### config.mk
export PLATFORM = sky130hd
export DESIGN_NAME = glyph_coverage_alpha_blend
export DESIGN_NICKNAME = d
export VERILOG_FILES = /design/src/design/gcab_pkg.sv /design/src/design/glyph_coverage_alpha_blend.sv /design/src/design/gcab_csr.sv /design/src/design/gcab_coord.sv /design/src/design/gcab_blend.sv
export VERILOG_INCLUDE_DIRS = /design/src /design/src/design
export SDC_FILE = /design/constraint.sdc
export NUM_CORES = 1
export LEC_CHECK = 0
export ABC_AREA = 1
export BUFFER_PORTS_ARGS = -buffer_cell sky130_fd_sc_hd__buf_2
export CAP_MARGIN = 20
export CORE_UTILIZATION = 50
export CTS_BUF_LIST = sky130_fd_sc_hd__clkbuf_16
export CTS_CLUSTER_SIZE = 40
export DETAILED_ROUTE_END_ITERATION = 8
export HOLD_SLACK_MARGIN = 0.12
export PLACE_DENSITY = 0.74
export SYNTH_ARGS = -nofsm -noshare
export SYNTH_HDL_FRONTEND = slang
export SYNTH_SLANG_ARGS = --single-unit
### constraint.sdc
create_clock -name clock -period 9.15 [get_ports clock]
set_input_delay 1.3725 -clock clock [delete_from_list [all_inputs] [get_ports clock]]
set_output_delay 1.3725 -clock clock [all_outputs]
set_load 0.02 [all_outputs]
### src/design/glyph_coverage_alpha_blend_macros.svh
// Assertion macros for the glyph blend RTL, included by gcab_coord.
// Depends on a clock named clock and an active-high reset named reset in scope.
`ifndef GLYPH_COVERAGE_ALPHA_BLEND_MACROS_SVH
`define GLYPH_COVERAGE_ALPHA_BLEND_MACROS_SVH

// Same-cycle implication, disabled during reset.
`define GCAB_ASSERT_NOW(label, ante, cons, msg) \
   label: assert property (@(posedge clock) disable iff (reset) (ante) |-> (cons)) \
      else $error(msg);

// Next-cycle implication, disabled during reset.
`define GCAB_ASSERT_NEXT(label, ante, cons, msg) \
   label: assert property (@(posedge clock) disable iff (reset) (ante) |=> (cons)) \
      else $error(msg);

`endif

### src/design/gcab_pkg.sv
// Package for the glyph coverage alpha blend block: register map, config and result types,
// and the per-channel mix function. No dependencies.
`default_nettype none

package gcab_pkg;

   localparam int COORD_W       = 16;
   localparam int COLOR_W       = 24;
   localparam int CHAN_W        = 8;
   localparam int GLYPH_WIDTH_W = 9;
   localparam int REG_INDEX_W   = 3;

   typedef enum logic [REG_INDEX_W-1:0] {
      REG_BLEND_COLOR = 3'd0,
      REG_ORIGIN_X    = 3'd1,
      REG_ORIGIN_Y    = 3'd2,
      REG_GLYPH_WIDTH = 3'd3,
      REG_CLIP_LEFT   = 3'd4,
      REG_CLIP_TOP    = 3'd5,
      REG_CLIP_RIGHT  = 3'd6,
      REG_CLIP_BOTTOM = 3'd7
   } gcab_reg_type;

   typedef struct packed {
      logic [COLOR_W-1:0]       blend_color;
      logic [COORD_W-1:0]       origin_x;
      logic [COORD_W-1:0]       origin_y;
      logic [GLYPH_WIDTH_W-1:0] glyph_width;
      logic [COORD_W-1:0]       clip_left;
      logic [COORD_W-1:0]       clip_top;
      logic [COORD_W-1:0]       clip_right;
      logic [COORD_W-1:0]       clip_bottom;
   } gcab_cfg_type;

   typedef struct packed {
      logic                 write_enable;
      logic [COLOR_W-1:0]   blended_pixel;
      logic [COORD_W-1:0]   pixel_y;
      logic [COORD_W-1:0]   pixel_x;
   } gcab_result_type;

   // (fg*a + bg*(255-a)) / 255, truncated. The sum stays below 65536, where
   // (s + (s >> 8) + 1) >> 8 equals s / 255 exactly.
   function automatic logic [CHAN_W-1:0] mix_channel(
      input logic [CHAN_W-1:0] fg,
      input logic [CHAN_W-1:0] bg,
      input logic [CHAN_W-1:0] a
   );
      logic [CHAN_W-1:0]   inv_a;
      logic [2*CHAN_W-1:0] sum;
      logic [2*CHAN_W:0]   t;
      inv_a = ~a;
      sum = (2*CHAN_W)'(fg) * (2*CHAN_W)'(a) + (2*CHAN_W)'(bg) * (2*CHAN_W)'(inv_a);
      t   = (2*CHAN_W+1)'(sum) + (2*CHAN_W+1)'(sum[2*CHAN_W-1:CHAN_W]) + (2*CHAN_W+1)'(1);
      return t[2*CHAN_W-1:CHAN_W];
   endfunction

endpackage

`default_nettype wire

### src/design/glyph_coverage_alpha_blend.sv
// Glyph coverage alpha blend, top level.
// Request channel (req_*): one glyph coverage byte per request in raster order, with the
// background RGB888 pixel at that spot; req_tlast marks the last byte of the glyph.
// Response channel (rsp_*): one result per request, carrying the destination x and y,
// the blended pixel (background unchanged when nothing is written) and, on rsp_tuser,
// the write enable (coverage nonzero and point inside the half-open clip rectangle).
// Config channel (csr_*): one register write per handshake, always ready; write only
// while no request is in flight.
// Throughput: one request per cycle while rsp_tready is high. A request passes through
// the input register, then the blend/clip logic into the response register, which drives
// the response. The column/row counters advance on each accepted request.
// Stall: when rsp_tready is low the response register holds; the input register keeps
// taking a request while it is empty, then req_tready drops until the response drains.
// Reset: synchronous, active high; clears both valid flags, the counters and the config
// registers (glyph_width resets to 1, all others to 0).
// Depends on gcab_pkg, gcab_csr, gcab_coord and gcab_blend.
`default_nettype none

module glyph_coverage_alpha_blend
   import gcab_pkg::*;
#(
   parameter int MAX_GLYPH_SIDE = 256
) (
   input  wire logic                   clock,
   input  wire logic                   reset,
   // config write channel
   input  wire logic                   csr_valid,
   output logic                        csr_ready,
   input  wire logic [REG_INDEX_W-1:0] csr_index,
   input  wire logic [COLOR_W-1:0]     csr_wdata,
   // request channel
   input  wire logic                   req_tvalid,
   output logic                        req_tready,
   input  wire logic [31:0]            req_tdata,   // coverage[7:0], background[31:8]
   input  wire logic                   req_tlast,   // glyph_end
   // response channel
   output logic                        rsp_tvalid,
   input  wire logic                   rsp_tready,
   output logic [55:0]                 rsp_tdata,   // pixel_x[15:0], pixel_y[31:16],
                                                    // blended_pixel[55:32]
   output logic                        rsp_tuser    // write_enable
);

   localparam int CW = $clog2(MAX_GLYPH_SIDE);

   gcab_cfg_type    cfg;
   gcab_result_type result;

   logic               req_accept;
   logic               s1_advance;
   logic               rsp_free;

   // Input register stage: request payload plus the counter snapshot for it.
   logic               s1_valid_ff, s1_valid_in;
   logic [CHAN_W-1:0]  s1_cov_ff;
   logic [COLOR_W-1:0] s1_bg_ff;
   logic [CW-1:0]      s1_col_ff;
   logic [CW-1:0]      s1_row_ff;
   logic [CW-1:0]      col_count;
   logic [CW-1:0]      row_count;

   // Response register stage.
   logic               rsp_valid_ff, rsp_valid_in;
   gcab_result_type    rsp_data_ff;

   assign csr_ready = 1'b1;

   gcab_csr u_csr (
      .clock    (clock),
      .reset    (reset),
      .wr_en    (csr_valid),
      .wr_index (csr_index),
      .wr_data  (csr_wdata),
      .cfg      (cfg)
   );

   // Advance the response register when it is empty or being taken.
   assign rsp_free   = !rsp_valid_ff || rsp_tready;
   assign s1_advance = s1_valid_ff && rsp_free;
   assign req_tready = !s1_valid_ff || rsp_free;
   assign req_accept = req_tvalid && req_tready;

   gcab_coord #(
      .MAX_GLYPH_SIDE (MAX_GLYPH_SIDE)
   ) u_coord (
      .clock       (clock),
      .reset       (reset),
      .advance     (req_accept),
      .last        (req_tlast),
      .glyph_width (cfg.glyph_width),
      .col_count   (col_count),
      .row_count   (row_count)
   );

   gcab_blend #(
      .CNT_W (CW)
   ) u_blend (
      .cfg        (cfg),
      .coverage   (s1_cov_ff),
      .background (s1_bg_ff),
      .col_count  (s1_col_ff),
      .row_count  (s1_row_ff),
      .result     (result)
   );

   always_comb begin
      s1_valid_in = s1_valid_ff;
      if (req_accept) begin
         s1_valid_in = 1'b1;
      end else if (s1_advance) begin
         s1_valid_in = 1'b0;
      end
      rsp_valid_in = rsp_valid_ff;
      if (s1_advance) begin
         rsp_valid_in = 1'b1;
      end else if (rsp_tready) begin
         rsp_valid_in = 1'b0;
      end
   end

   always_ff @(posedge clock) begin
      if (reset) begin
         s1_valid_ff  <= 1'b0;
         rsp_valid_ff <= 1'b0;
      end else begin
         s1_valid_ff  <= s1_valid_in;
         rsp_valid_ff <= rsp_valid_in;
      end
   end

   // Payload registers: load on a handshake, otherwise hold.
   always_ff @(posedge clock) begin
      if (req_accept) begin
         s1_cov_ff <= req_tdata[7:0];
         s1_bg_ff  <= req_tdata[31:8];
         s1_col_ff <= col_count;
         s1_row_ff <= row_count;
      end
      if (s1_advance) begin
         rsp_data_ff <= result;
      end
   end

   assign rsp_tvalid = rsp_valid_ff;
   assign rsp_tdata  = {rsp_data_ff.blended_pixel, rsp_data_ff.pixel_y, rsp_data_ff.pixel_x};
   assign rsp_tuser  = rsp_data_ff.write_enable;

endmodule

`default_nettype wire

### src/design/gcab_csr.sv
// Configuration register file for the glyph blend block.
// Depends on gcab_pkg for the register map and config struct.
`default_nettype none

module gcab_csr
   import gcab_pkg::*;
(
   input  wire logic                   clock,
   input  wire logic                   reset,
   input  wire logic                   wr_en,
   input  wire logic [REG_INDEX_W-1:0] wr_index,
   input  wire logic [COLOR_W-1:0]     wr_data,
   output gcab_cfg_type                cfg
);

   // Everything clears except the glyph width, which comes up as one column.
   localparam gcab_cfg_type CFG_RESET = '{glyph_width: GLYPH_WIDTH_W'(1), default: '0};

   gcab_cfg_type cfg_ff;
   gcab_cfg_type cfg_in;

   always_comb begin
      cfg_in = cfg_ff;
      if (wr_en) begin
         unique case (gcab_reg_type'(wr_index))
            REG_BLEND_COLOR: cfg_in.blend_color = wr_data;
            REG_ORIGIN_X:    cfg_in.origin_x    = wr_data[COORD_W-1:0];
            REG_ORIGIN_Y:    cfg_in.origin_y    = wr_data[COORD_W-1:0];
            REG_GLYPH_WIDTH: cfg_in.glyph_width = wr_data[GLYPH_WIDTH_W-1:0];
            REG_CLIP_LEFT:   cfg_in.clip_left   = wr_data[COORD_W-1:0];
            REG_CLIP_TOP:    cfg_in.clip_top    = wr_data[COORD_W-1:0];
            REG_CLIP_RIGHT:  cfg_in.clip_right  = wr_data[COORD_W-1:0];
            REG_CLIP_BOTTOM: cfg_in.clip_bottom = wr_data[COORD_W-1:0];
            default: ;
         endcase
      end
   end

   always_ff @(posedge clock) begin
      if (reset) begin
         cfg_ff <= CFG_RESET;
      end else begin
         cfg_ff <= cfg_in;
      end
   end

   assign cfg = cfg_ff;

endmodule

`default_nettype wire

### src/design/gcab_coord.sv
// Column and row counters that walk the glyph bitmap in raster order.
// Depends on gcab_pkg for the glyph width field size and the assertion macros header.
`default_nettype none

module gcab_coord
   import gcab_pkg::*;
#(
   parameter int MAX_GLYPH_SIDE = 256
) (
   input  wire logic                              clock,
   input  wire logic                              reset,
   input  wire logic                              advance,
   input  wire logic                              last,
   input  wire logic [GLYPH_WIDTH_W-1:0]          glyph_width,
   output logic [$clog2(MAX_GLYPH_SIDE)-1:0]      col_count,
   output logic [$clog2(MAX_GLYPH_SIDE)-1:0]      row_count
);

`include "glyph_coverage_alpha_blend_macros.svh"

   localparam int CW = $clog2(MAX_GLYPH_SIDE);
   localparam int WW = (CW + 1 > GLYPH_WIDTH_W) ? CW + 1 : GLYPH_WIDTH_W;
   localparam logic [WW-1:0] MAX_W   = WW'(MAX_GLYPH_SIDE);
   localparam logic [CW-1:0] ROW_MAX = CW'(MAX_GLYPH_SIDE - 1);

   logic [CW-1:0] col_ff, col_in;
   logic [CW-1:0] row_ff, row_in;
   logic [WW-1:0] width_raw;
   logic [WW-1:0] width_eff;
   logic [WW-1:0] col_next;
   logic          col_wrap;

   // Zero acts as one column; oversize clamps to the largest glyph side.
   always_comb begin
      width_raw = WW'(glyph_width);
      if (width_raw == '0) begin
         width_eff = WW'(1);
      end else if (width_raw > MAX_W) begin
         width_eff = MAX_W;
      end else begin
         width_eff = width_raw;
      end
   end

   assign col_next = WW'(col_ff) + WW'(1);
   assign col_wrap = (col_next >= width_eff);

   always_comb begin
      col_in = col_ff;
      row_in = row_ff;
      if (advance) begin
         if (last) begin
            col_in = '0;
            row_in = '0;
         end else if (col_wrap) begin
            col_in = '0;
            if (row_ff < ROW_MAX) begin
               row_in = row_ff + CW'(1);
            end
         end else begin
            col_in = col_next[CW-1:0];
         end
      end
   end

   always_ff @(posedge clock) begin
      if (reset) begin
         col_ff <= '0;
         row_ff <= '0;
      end else begin
         col_ff <= col_in;
         row_ff <= row_in;
      end
   end

   assign col_count = col_ff;
   assign row_count = row_ff;

   `GCAB_ASSERT_NEXT(a_glyph_end_clears, advance && last, (col_ff == '0) && (row_ff == '0), "counters not cleared after glyph end")
   `GCAB_ASSERT_NEXT(a_hold_when_idle, !advance, $stable(col_ff) && $stable(row_ff), "counters moved without a request")
   `GCAB_ASSERT_NEXT(a_column_step, advance && !last && !col_wrap, (col_ff != '0) && $stable(row_ff), "column step lost or row moved mid-row")

endmodule

`default_nettype wire

### src/design/gcab_blend.sv
// Per-pixel datapath: destination coordinate, clip test and RGB888 channel mix.
// Depends on gcab_pkg for the config and result structs and mix_channel.
`default_nettype none

module gcab_blend
   import gcab_pkg::*;
#(
   parameter int CNT_W = 8
) (
   input  gcab_cfg_type              cfg,
   input  wire logic [CHAN_W-1:0]    coverage,
   input  wire logic [COLOR_W-1:0]   background,
   input  wire logic [CNT_W-1:0]     col_count,
   input  wire logic [CNT_W-1:0]     row_count,
   output gcab_result_type           result
);

   logic [COORD_W-1:0] x;
   logic [COORD_W-1:0] y;
   logic               in_clip;
   logic               we;
   logic [COLOR_W-1:0] mixed;

   // Coordinates wrap at the coordinate width.
   assign x = cfg.origin_x + COORD_W'(col_count);
   assign y = cfg.origin_y + COORD_W'(row_count);

   assign in_clip = ($signed(x) >= $signed(cfg.clip_left))  &&
                    ($signed(x) <  $signed(cfg.clip_right)) &&
                    ($signed(y) >= $signed(cfg.clip_top))   &&
                    ($signed(y) <  $signed(cfg.clip_bottom));
   assign we = (coverage != '0) && in_clip;

   assign mixed = {mix_channel(cfg.blend_color[23:16], background[23:16], coverage),
                   mix_channel(cfg.blend_color[15:8],  background[15:8],  coverage),
                   mix_channel(cfg.blend_color[7:0],   background[7:0],   coverage)};

   always_comb begin
      result.pixel_x       = x;
      result.pixel_y       = y;
      result.write_enable  = we;
      result.blended_pixel = we ? mixed : background;
   end

endmodule

`default_nettype wire
# After elaboration in Yosys (flattened, before gate mapping)
# Index checks and enable logic that the tools add are counted.
# W data, S select, Z words.
# word_totals
reg_bits	252
out_inout_bits	60
# classes
addsub	13
mul	6
order_cmp	7
n_eq_ne	7
muxes	12
n_bitwise	1
reduce_logical	26
# ops
op	n
$mul A8 B8 Y16	6
$add A16 B8 Y16	5
$add A16 B1 Y16 const B	3
$add A16 B16 Y16	3
$mux W8	5
$ge A16 B16 Y1	2
$lt A16 B16 Y1	2
$mux W24	1
$mux W9	2
$reduce_and A2 Y1	8
$eq A3 B3 Y1 const B	4
$add A8 B1 Y9 const B	1
$ge A9 B9 Y1	1
$gt A9 B9 Y1 const B	1
$logic_not A9 Y1	1
$add A8 B1 Y8 const B	1
$lt A8 B8 Y1 const B	1
$not A8 Y8	1
$reduce_bool A2 Y1	4
$reduce_bool A8 Y1	1
$eq A3 B2 Y1 const B	2
$logic_and A1 B1 Y1	6
$mux W1	4
$eq A3 B1 Y1 const B	1
4 further kinds	6

# Depth between registers and ports, before layout
# Gate-level depths: netlist of the first run.
# depth
depth_word	7
mapped_depth	37
depth_no_buf	35

# Modules after synthesis
# Synthesis of the first run repeated with hierarchy kept, for this count alone.
# unflattened
cells_unflattened	3745
hier_area_um2	27898.0
# by_module_without_submodules
module	n_inst	cells_per_inst	area_each_um2
gcab_blend	1	2677	18146.2
gcab_csr	1	738	5193.7
glyph_coverage_alpha_blend	1	119	3255.6
gcab_coord	1	211	1302.5

# Worst setup path after synthesis of the first run
# Ideal clock, no wire load.
# synth_path
path_type	flip-flop to flip-flop
startpoint	register s1_cov_ff[1]
endpoint	register rsp_data_ff, in the netlist rsp_tdata[39] (data pin)
setup_time_ns	0.253
t_arrival_ns	6.520
required_time_ns	8.897
path_slack_ns	2.377
path_stages_with_launch	32
n_path_buf	2
cell_sequence	edfxtp_1 clkbuf_1 buf_1 nand2_1 fa_1 fa_1 inv_1 fa_1 fa_1 fa_1 inv_1 fa_1 inv_1 ha_1 a21oi_1 nand2_1 nand2_1 nand3_2 a21oi_1 o21bai_1 xor2_1 inv_1 ha_1 inv_1 nor2_1 nand3_1 nor2_1 nand2_1 nand2_1 nand2_1 nand3_1 nand2_1
# synth_lines
element	line_no	text
from (decl)	glyph_coverage_alpha_blend.sv:55	logic [CHAN_W-1:0] s1_cov_ff;
from (signal assigned)	glyph_coverage_alpha_blend.sv:134	s1_cov_ff <= req_tdata[7:0];
to (signal assigned)	glyph_coverage_alpha_blend.sv:140	rsp_data_ff <= result;
to (decl)	glyph_coverage_alpha_blend.sv:64	gcab_result_type rsp_data_ff;

==> results of run 1 <==
-- registers in the layout, summed over array words and instances, names as in the netlist --
name	count
u_csr.cfg	129
rsp_tdata	56
s1_bg_ff	24
s1_col_ff	8
s1_cov_ff	8
s1_row_ff	8
u_coord.col_count	8
u_coord.row_count	8
rsp_tuser	1
rsp_tvalid	1
s1_valid_ff	1
-- layer usage --
metal  part of all wire  vias to the layer above  global-route usage
met3              0.071                      118             0.03344
met2               0.46                      701              0.4144
met1               0.45                    10350              0.3510
met4              0.027                        0             0.07508
met5                  0                        -                   0
li1                   -                    10780                   -
-- per-stage QoR --
step                cells  hold slack (ns)
floorplan            3504           0.4306
global placement     4223           0.4497
detailed placement   4223           0.4531
CTS                  4278           0.4627
global route         4278           0.4780
finish               4278           0.4598
-- area by class of cell --
class / count / area, sq um
inverters: 834 / 3133
multi-input cells: 2311 / 17350
flip-flops and latches: 252 / 6096
repair buffers: 138 / 728.2
clock buffers: 33 / 825.8
well taps: 688 / 860.8
clock inverters: 22 / 123.9
fillers: 5033 / 23850
-- synthesized netlist by cell type (25+ instances only) --
cell type / n
sky130_fd_sc_hd__inv_1: 825
sky130_fd_sc_hd__nand2_1: 720
sky130_fd_sc_hd__nor2_1: 352
sky130_fd_sc_hd__ha_1: 294
sky130_fd_sc_hd__fa_1: 290
sky130_fd_sc_hd__a21oi_1: 166
sky130_fd_sc_hd__o21ai_0: 157
sky130_fd_sc_hd__dfxtp_1: 147
sky130_fd_sc_hd__nand3_1: 136
sky130_fd_sc_hd__edfxtp_1: 105
sky130_fd_sc_hd__clkbuf_1: 91
sky130_fd_sc_hd__xor2_1: 40
sky130_fd_sc_hd__nand4_1: 33
sky130_fd_sc_hd__xnor2_1: 25
-- worst max-delay path: cells and delay by family, from the launching register on --
kind | cells | cell delay [ns]
compound gates | 1 | 0.15
xor+xnor | 1 | 0.21
fa+ha+maj | 8 | 3.67
buf+inv | 7 | 0.75
flops | 1 | 1.08
simple gates | 16 | 1.50
-- kinds of logic after synthesis --
group	after synthesis	synth area share
adders and majority gates	584	0.3516
and+or+nand+nor	1299	0.1971
DFF	252	0.2260
AOI/OAI and AO/OA	354	0.06893
other	2	0.0002784
xor gates and xnor gates	70	0.02454
buffers and inverters	941	0.1315
-- placed cells by master, fill, tap and decap left out, drive strengths merged, types with 6 or more instances in the layout --
cell type,n
inv,842
nand2,730
nor2,361
ha,294
fa,290
a21oi,171
o21ai,158
dfxtp,147
nand3,143
buf,138
edfxtp,105
xor2,45
nand4,33
clkbuf,33
xnor2,25
nor3,14
clkinv,12
nor4,6
nand3b,6
-- how the worst max path moves through the flow --
stage / startpoint / endpoint / slack, ns / cells past startpoint
floorplan: s1_cov_ff[1]$_DFFE_PP_ / rsp_tdata[39]$_DFFE_PP_ / 2.38 / 31
global route: s1_cov_ff[1]$_DFFE_PP_ / rsp_tdata[39]$_DFFE_PP_ / 1.03 / 29
CTS: s1_cov_ff[1]$_DFFE_PP_ / rsp_tdata[54]$_DFFE_PP_ / 1.61 / 33
global placement: s1_cov_ff[1]$_DFFE_PP_ / rsp_tdata[39]$_DFFE_PP_ / 1.75 / 31
finish: s1_cov_ff[1]$_DFFE_PP_ / rsp_tdata[54]$_DFFE_PP_ / 1.54 / 33
detailed placement: s1_cov_ff[1]$_DFFE_PP_ / rsp_tdata[54]$_DFFE_PP_ / 1.64 / 33
-- report_power, final --
part           internal, mW  leakage [nW]  switching, mW
sequential             1.23          2.22         0.0499
clock                 0.647         0.499          0.491
combinational          1.86          13.1           3.56
==> summary.md, run 1 <==
| Metric | Value |
|---|---|
| Worst setup EP type | `flip-flop` |
| Die span in y | `234.3 microns` |
| Number of levels the H-tree was split into | `1` |
| Initial antenna violation count | `0` |
| First-pass DRT Iterations | `6` |
| Total via count in the routed design | `roughly 22000` |
| Final Hold Fails | `0` |
| Fraction of final layout cells sized beyond drive strength 1 | `0.06351` |
| Post-synth EDFFs | `105` |
| Main flop type after synthesis | `sky130_fd_sc_hd__dfxtp_1` |
| Final Max Tran Viols | `0` |
| Depth of the worst register-to-register path | `33` |
| Synth Warn # | `0` |
| CP Launch Type | `flip-flop` |
| Largest net degree at the start of global routing | `106` |
| Slowest library cell on the worst path | `sky130_fd_sc_hd__edfxtp_1` |
| Post-synthesis instance area | `26970 sq um` |
| Final Util | `0.5497` |
| Number of DRC violations after detailed routing | `0` |
| Placeable core area | `52970 sq um` |
| Most used cell along the critical path | `sky130_fd_sc_hd__nand2_1` |
| Top cells by area in the synthesized netlist | `sky130_fd_sc_hd__fa_1, sky130_fd_sc_hd__ha_1, sky130_fd_sc_hd__edfxtp_1, sky130_fd_sc_hd__inv_1, sky130_fd_sc_hd__dfxtp_1` |
| Startpoint of the lowest-slack register-to-register path | `s1_cov_ff[1]$_DFFE_PP_` |
| Critical path class | `flip-flop to flip-flop` |
| GR Overflow Total | `0` |
| Smallest setup slack after layout | `1.542 ns` |
| Die Span X | `234.3 microns` |
| Antenna-violating nets left | `0` |
| Total cell area at the placement stage | `28170 sq um` |
| Routability cong. | `0.9347` |
| GRT Total Usage | `0.2540` |
| Signed area change from the synthesized netlist to the final layout | `7.941%` |
| Slew at the pin closest to its max-slew limit | `1.106 ns` |
| Final wirelength | `66560 microns` |
| Share of the yosys chip area belonging to registers | `0.2260` |
| Total negative slack for setup checks | `0 ns` |
| Wire length of the first global-routing pass | `110600 microns` |
| Pre-CTS setup slack | `between 1.5 and 2 ns` |
| Hold bufs inserted after CTS | `0` |
| Hold crit path type | `flip-flop to flip-flop` |
| Top cell type's share of synthesized area | `0.2152` |
| Antenna cell count | `0` |
| Worst slew margin relative to its limit | `0.2630` |
| Final Power | `roughly 7.8 mW` |
| R2R setup slack | `1.54 ns` |
| Unique masters post-synth | `48` |
| Hold Crit Start | `u_csr.cfg[15]$_SDFFE_PP0P_` |
| Buffer type at the clock tree root | `sky130_fd_sc_hd__clkbuf_16` |
| Cell taking the most area after synthesis | `sky130_fd_sc_hd__fa_1` |
| Initial core utilization | `0.5092` |
| Delay of the slowest cell on the worst path | `1.08 ns` |
| Port-buffer cells | `~120` |
| Worst r2r dst | `rsp_tdata[54]$_DFFE_PP_` |
| Via count of the first global-routing pass | `21660` |
| Non-Filler Cell Area, Final | `29120 sq um` |
| Setup-failing EPs final | `0` |
| Number of nets in the final layout | `about 4200` |
| Largest fanout of any net on the critical path | `27` |
| Number of flip-flops and latches in the synthesized netlist | `252` |
| Hold-critical path depth | `2` |
| VDD IR-drop max | `0.0004028 V` |
| Status | `finished, final reports clean` |
| Total power per unit cell area | `between 200 and 300 nW/um^2` |
| Postcts setup bufs | `0` |
| Number of buffers added by the clock tree synthesis step | `30` |
| CTS clock-pin slew for the worst setup and hold paths | `0.06 ns` |
| Share of flip-flops with an asynchronous set or reset after synthesis | `0` |
| Area of the die | `about 55000 sq um` |
| Worst clock skew | `just over 0.02 ns` |
| Resize count post-CTS | `0` |
| Unrepaired setup endpoints after global routing | `no` |
| Worst min-delay path endpoint | `u_csr.cfg[15]$_SDFFE_PP0P_` |
| CTS tree | `done` |
| Post-Syn Area per Cell | `a little under 8 sq um` |
| Highest attainable clock frequency | `roughly 0.13 GHz` |
| Clock tree sinks | `252` |
| Number of maximum-capacitance violations | `0` |
| Site Rows | `84` |
| DPL Wire Length | `52120 microns` |
| Period utilization | `0.8315` |
| Clock latency reported for the late side of the worst-skew pair | `0.59 ns` |
| Final critical path time including I/O delays and setup | `7.608 ns` |
| CTS Buffer Depth | `3` |
| Data required time at the worst endpoint | `9.48 ns` |
| Crit path arrival time | `7.94 ns` |
| Gate Count Post-Synth | `3502` |
| Leakage Power | `between 15 and 20 nW` |
| Number of design-rule violations left by the first detailed-router iteration | `1590` |
| Average routed wire per standard cell | `15.56 microns` |
| Mean number of vias per cell | `between 5 and 6` |
| Top Ports | `around 130` |
(Power assumes the default switching activity.)
==> run 2, diff against run 1 <==
--- a/config.mk
+++ b/config.mk
@@ -14,7 +14,7 @@
 export CTS_CLUSTER_SIZE = 40
 export DETAILED_ROUTE_END_ITERATION = 8
 export HOLD_SLACK_MARGIN = 0.12
-export PLACE_DENSITY = 0.74
+export PLACE_DENSITY = 0.77
 export SYNTH_ARGS = -nofsm -noshare
 export SYNTH_HDL_FRONTEND = slang
 export SYNTH_SLANG_ARGS = --single-unit
==> constraint.sdc (replaced) <==
create_clock -name clock -period 6.4 [get_ports clock]
set_input_delay 0.96 -clock clock [delete_from_list [all_inputs] [get_ports clock]]
set_output_delay 0.96 -clock clock [all_outputs]
set_load 0.02 [all_outputs]
==> run 2 against run 1 <==
Against the previous run:
- the run now ends with negative setup slack left
- clock skew increased by 0.0061 ns
- final area is 11% higher
- register-to-register slack got worse by 1.7 ns
- largest power group unchanged
==> summary.md, run 2 (synthesized netlist as in run 1, its figures left out) <==
| Metric | Value |
|---|---|
| Number of fillers in the final layout | `4444` |
| Internal | `7.697 mW` |
| Most common cell after layout, fill and taps aside | `sky130_fd_sc_hd__inv_1` |
| Part of the total power dissipated in combinational logic | `0.759` |
| Highest attainable clock frequency | `approximately 0.15 GHz` |
| CTS Buffer Depth | `3` |
| Slowest library cell on the worst path | `sky130_fd_sc_hd__fa_1` |
| Worst setup EP type | `flip-flop` |
| Fraction of final layout cells sized beyond drive strength 1 | `0.1790` |
| Most used cell along the critical path | `sky130_fd_sc_hd__fa_1` |
| Slew at the pin closest to its max-slew limit | `0.9066 ns` |
| Leakage Power | `17.41 nW` |
| VDD IR-drop max | `between 0.0008 and 0.0009 V` |
| Worst clock skew | `~0.026 ns` |
| Die Span X | `234.3 microns` |
| Clock power frac | `0.119` |
| CTS clock-pin slew for the worst setup and hold paths | `0.06 ns` |
| Number of nets in the final layout | `4513` |
| Via count of the first global-routing pass | `23750` |
| Average routed wire per standard cell | `16.11 microns` |
| GRT Total Usage | `0.2751` |
| Final Power | `14.98 mW` |
| Multi-input logic area | `between 15000 and 20000 sq um` |
| Signed area change from the synthesized netlist to the final layout | `19.98%` |
| Area of the die | `54880 sq um` |
| Data required time at the worst endpoint | `6.76 ns` |
| Mean number of vias per cell | `5.139` |
| Largest fanout of any net on the critical path | `11` |
| CTS tree | `done` |
| Number of maximum-capacitance violations | `0` |
| Clock tree sinks | `252` |
| Number of DRC violations after detailed routing | `0` |
| Delay of the slowest cell on the worst path | `0.55 ns` |
| DPL Wire Length | `57330 microns` |
| Antenna-violating nets left | `0` |
| Final-layout worst hold slack | `0.4622 ns` |
| Final Util | `0.6110` |
| Routability cong. | `0.9440` |
| GR Overflow Total | `0` |
| Final critical path time including I/O delays and setup | `6.564 ns` |
| Clock latency reported for the late side of the worst-skew pair | `0.62 ns` |
| Power spent charging and discharging nets | `~7.3 mW` |
| Status | `finished with violations` |
| Top Ports | `125` |
| Port-buffer cells | `between 100 and 150` |
| Worst Path Buf+Inv | `8` |
| Final Max Tran Viols | `0` |
| Worst slew margin relative to its limit | `0.3956` |
| Hold crit path type | `flip-flop to flip-flop` |
| CP Launch Type | `flip-flop` |
| Number of levels the H-tree was split into | `1` |
| Final wirelength | `around 74000 microns` |
| Most used cells in the layout excluding fill and tap cells | `sky130_fd_sc_hd__inv_1, sky130_fd_sc_hd__nand2_1, sky130_fd_sc_hd__nor2_1, sky130_fd_sc_hd__buf_4, sky130_fd_sc_hd__fa_1` |
| Initial core utilization | `0.5092` |
| Largest net degree at the start of global routing | `98` |
| First-pass DRT Iterations | `5` |
| Wire length of the first global-routing pass | `approximately 120000 microns` |
| Hold bufs inserted after CTS | `0` |
| Crit path arrival time | `6.92 ns` |
| Die span in y | `234.3 microns` |
| Total power per unit cell area | `between 400 and 500 nW/um^2` |
| Largest delay contributor family on the critical path | `adder cells` |
| Post-placement cell count | `4493` |
| Sequential share of power | `0.121` |
| Final Instance Count excl. Fillers | `4577` |
| Number of design-rule violations left by the first detailed-router iteration | `1685` |
| Max FFs per register | `129` |
| Total via count in the routed design | `roughly 24000` |
| Placeable core area | `52970 sq um` |
| Site Rows | `84` |
| Number of buffers added by the clock tree synthesis step | `31` |
| Unrepaired setup endpoints after global routing | `yes` |
| Area occupied by registers | `6096 sq um` |
| Failing checks | `negative setup slack` |
| Period utilization | `1.026` |
| Switching power as a share of total power | `0.4864` |
| Smallest setup slack after layout | `-0.1645 ns` |
| Initial antenna violation count | `0` |
| Buffer type at the clock tree root | `sky130_fd_sc_hd__clkbuf_16` |
| Final Hold Fails | `0` |
| Setup-failing EPs final | `18` |
| Critical path class | `flip-flop to flip-flop` |
[run 2: cell types whose count changed in the layout (fill, tap and decap cells not counted), moves of 19 or more]
cell                      delta
sky130_fd_sc_hd__inv_2      +19
sky130_fd_sc_hd__ha_1       -29
sky130_fd_sc_hd__nor2_2     +27
sky130_fd_sc_hd__inv_1      -24
sky130_fd_sc_hd__nor2_1     -32
sky130_fd_sc_hd__nand2_1    -34
sky130_fd_sc_hd__nand2_2    +30
sky130_fd_sc_hd__buf_4     +274
sky130_fd_sc_hd__a21oi_1    -19
sky130_fd_sc_hd__ha_4       +29
[run 2: routing by layer]
metal | wire (microns) | track usage
met5 | 0 | 0
met4 | 2376 | 0.08807
met3 | 5387 | 0.03356
met2 | 35280 | 0.4683
met1 | 30710 | 0.3627
[run 2: final timing paths]
kind | startpoint | to | slack [ns] | cells after the start
setup / recovery | s1_cov_ff[2]$_DFFE_PP_ | rsp_tdata[45]$_DFFE_PP_ | -0.16 | 30
hold / removal | u_csr.cfg[62]$_SDFFE_PP0P_ | u_csr.cfg[62]$_SDFFE_PP0P_ | 0.46 | 2
setup reg to reg | s1_cov_ff[2]$_DFFE_PP_ | rsp_tdata[45]$_DFFE_PP_ | -0.16 | 30
hold reg to reg | u_csr.cfg[62]$_SDFFE_PP0P_ | u_csr.cfg[62]$_SDFFE_PP0P_ | 0.46 | 2
[run 2: power by group through the flow]
stage / Sequential, mW / Clock, mW / Combinational [mW]
after floorplan: 1.86 / 0 / 6.03
after global placement: 1.85 / 0 / 9.26
after global routing: 1.82 / 1.88 / 12.6
after CTS: 1.81 / 1.81 / 10.3
final: 1.82 / 1.79 / 11.4
after detailed placement: 1.85 / 0 / 9.39
[run 2: worst register-to-register path, delay by kind of cell (launching register included)]
family / cells / cell delay [ns]
AND/OR/NAND/NOR: 11 / 1.05
flip-flops: 1 / 0.38
AO/OA/AOI/OAI: 2 / 0.34
XOR/XNOR: 1 / 0.17
buffers and inverters: 8 / 0.84
adder cells (fa/ha/maj): 8 / 3.55
[run 2: final cells by class]
| class | count | area share |
|---|---|---|
| Antenna cell | 1 | 0.00007732 |
| Clock buffer | 31 | 0.02397 |
| Clock inverter | 26 | 0.007539 |
| Inverter | 834 | 0.09712 |
| Multi-Input combinational cell | 2311 | 0.5609 |
| Sequential cell | 252 | 0.1884 |
| Tap cell | 688 | 0.02660 |
| Timing Repair Buffer | 434 | 0.09545 |
[run 2: repair_timing]
| item | in CTS | in global routing |
|---|---|---|
| buffers inserted | 22 | 4 |
| endpoints found under the hold margin | 0 | 0 |
| gates resized for setup | 93 | 100 |
| pin swaps | 34 | 43 |
| endpoints found under the setup margin | 24 | 24 |
[run 2: metrics by stage]
step | TNS, ns | instance area [sq um] | setup slack (ns)
global route | -9.019 | 32360 | -0.4716
floorplan | -0.01874 | 27070 | -0.01874
global placement | -1.853 | 30290 | -0.1740
detailed placement | -4.605 | 30290 | -0.3049
CTS | -0.7716 | 31960 | -0.1254
finish | -1.703 | 32360 | -0.1645
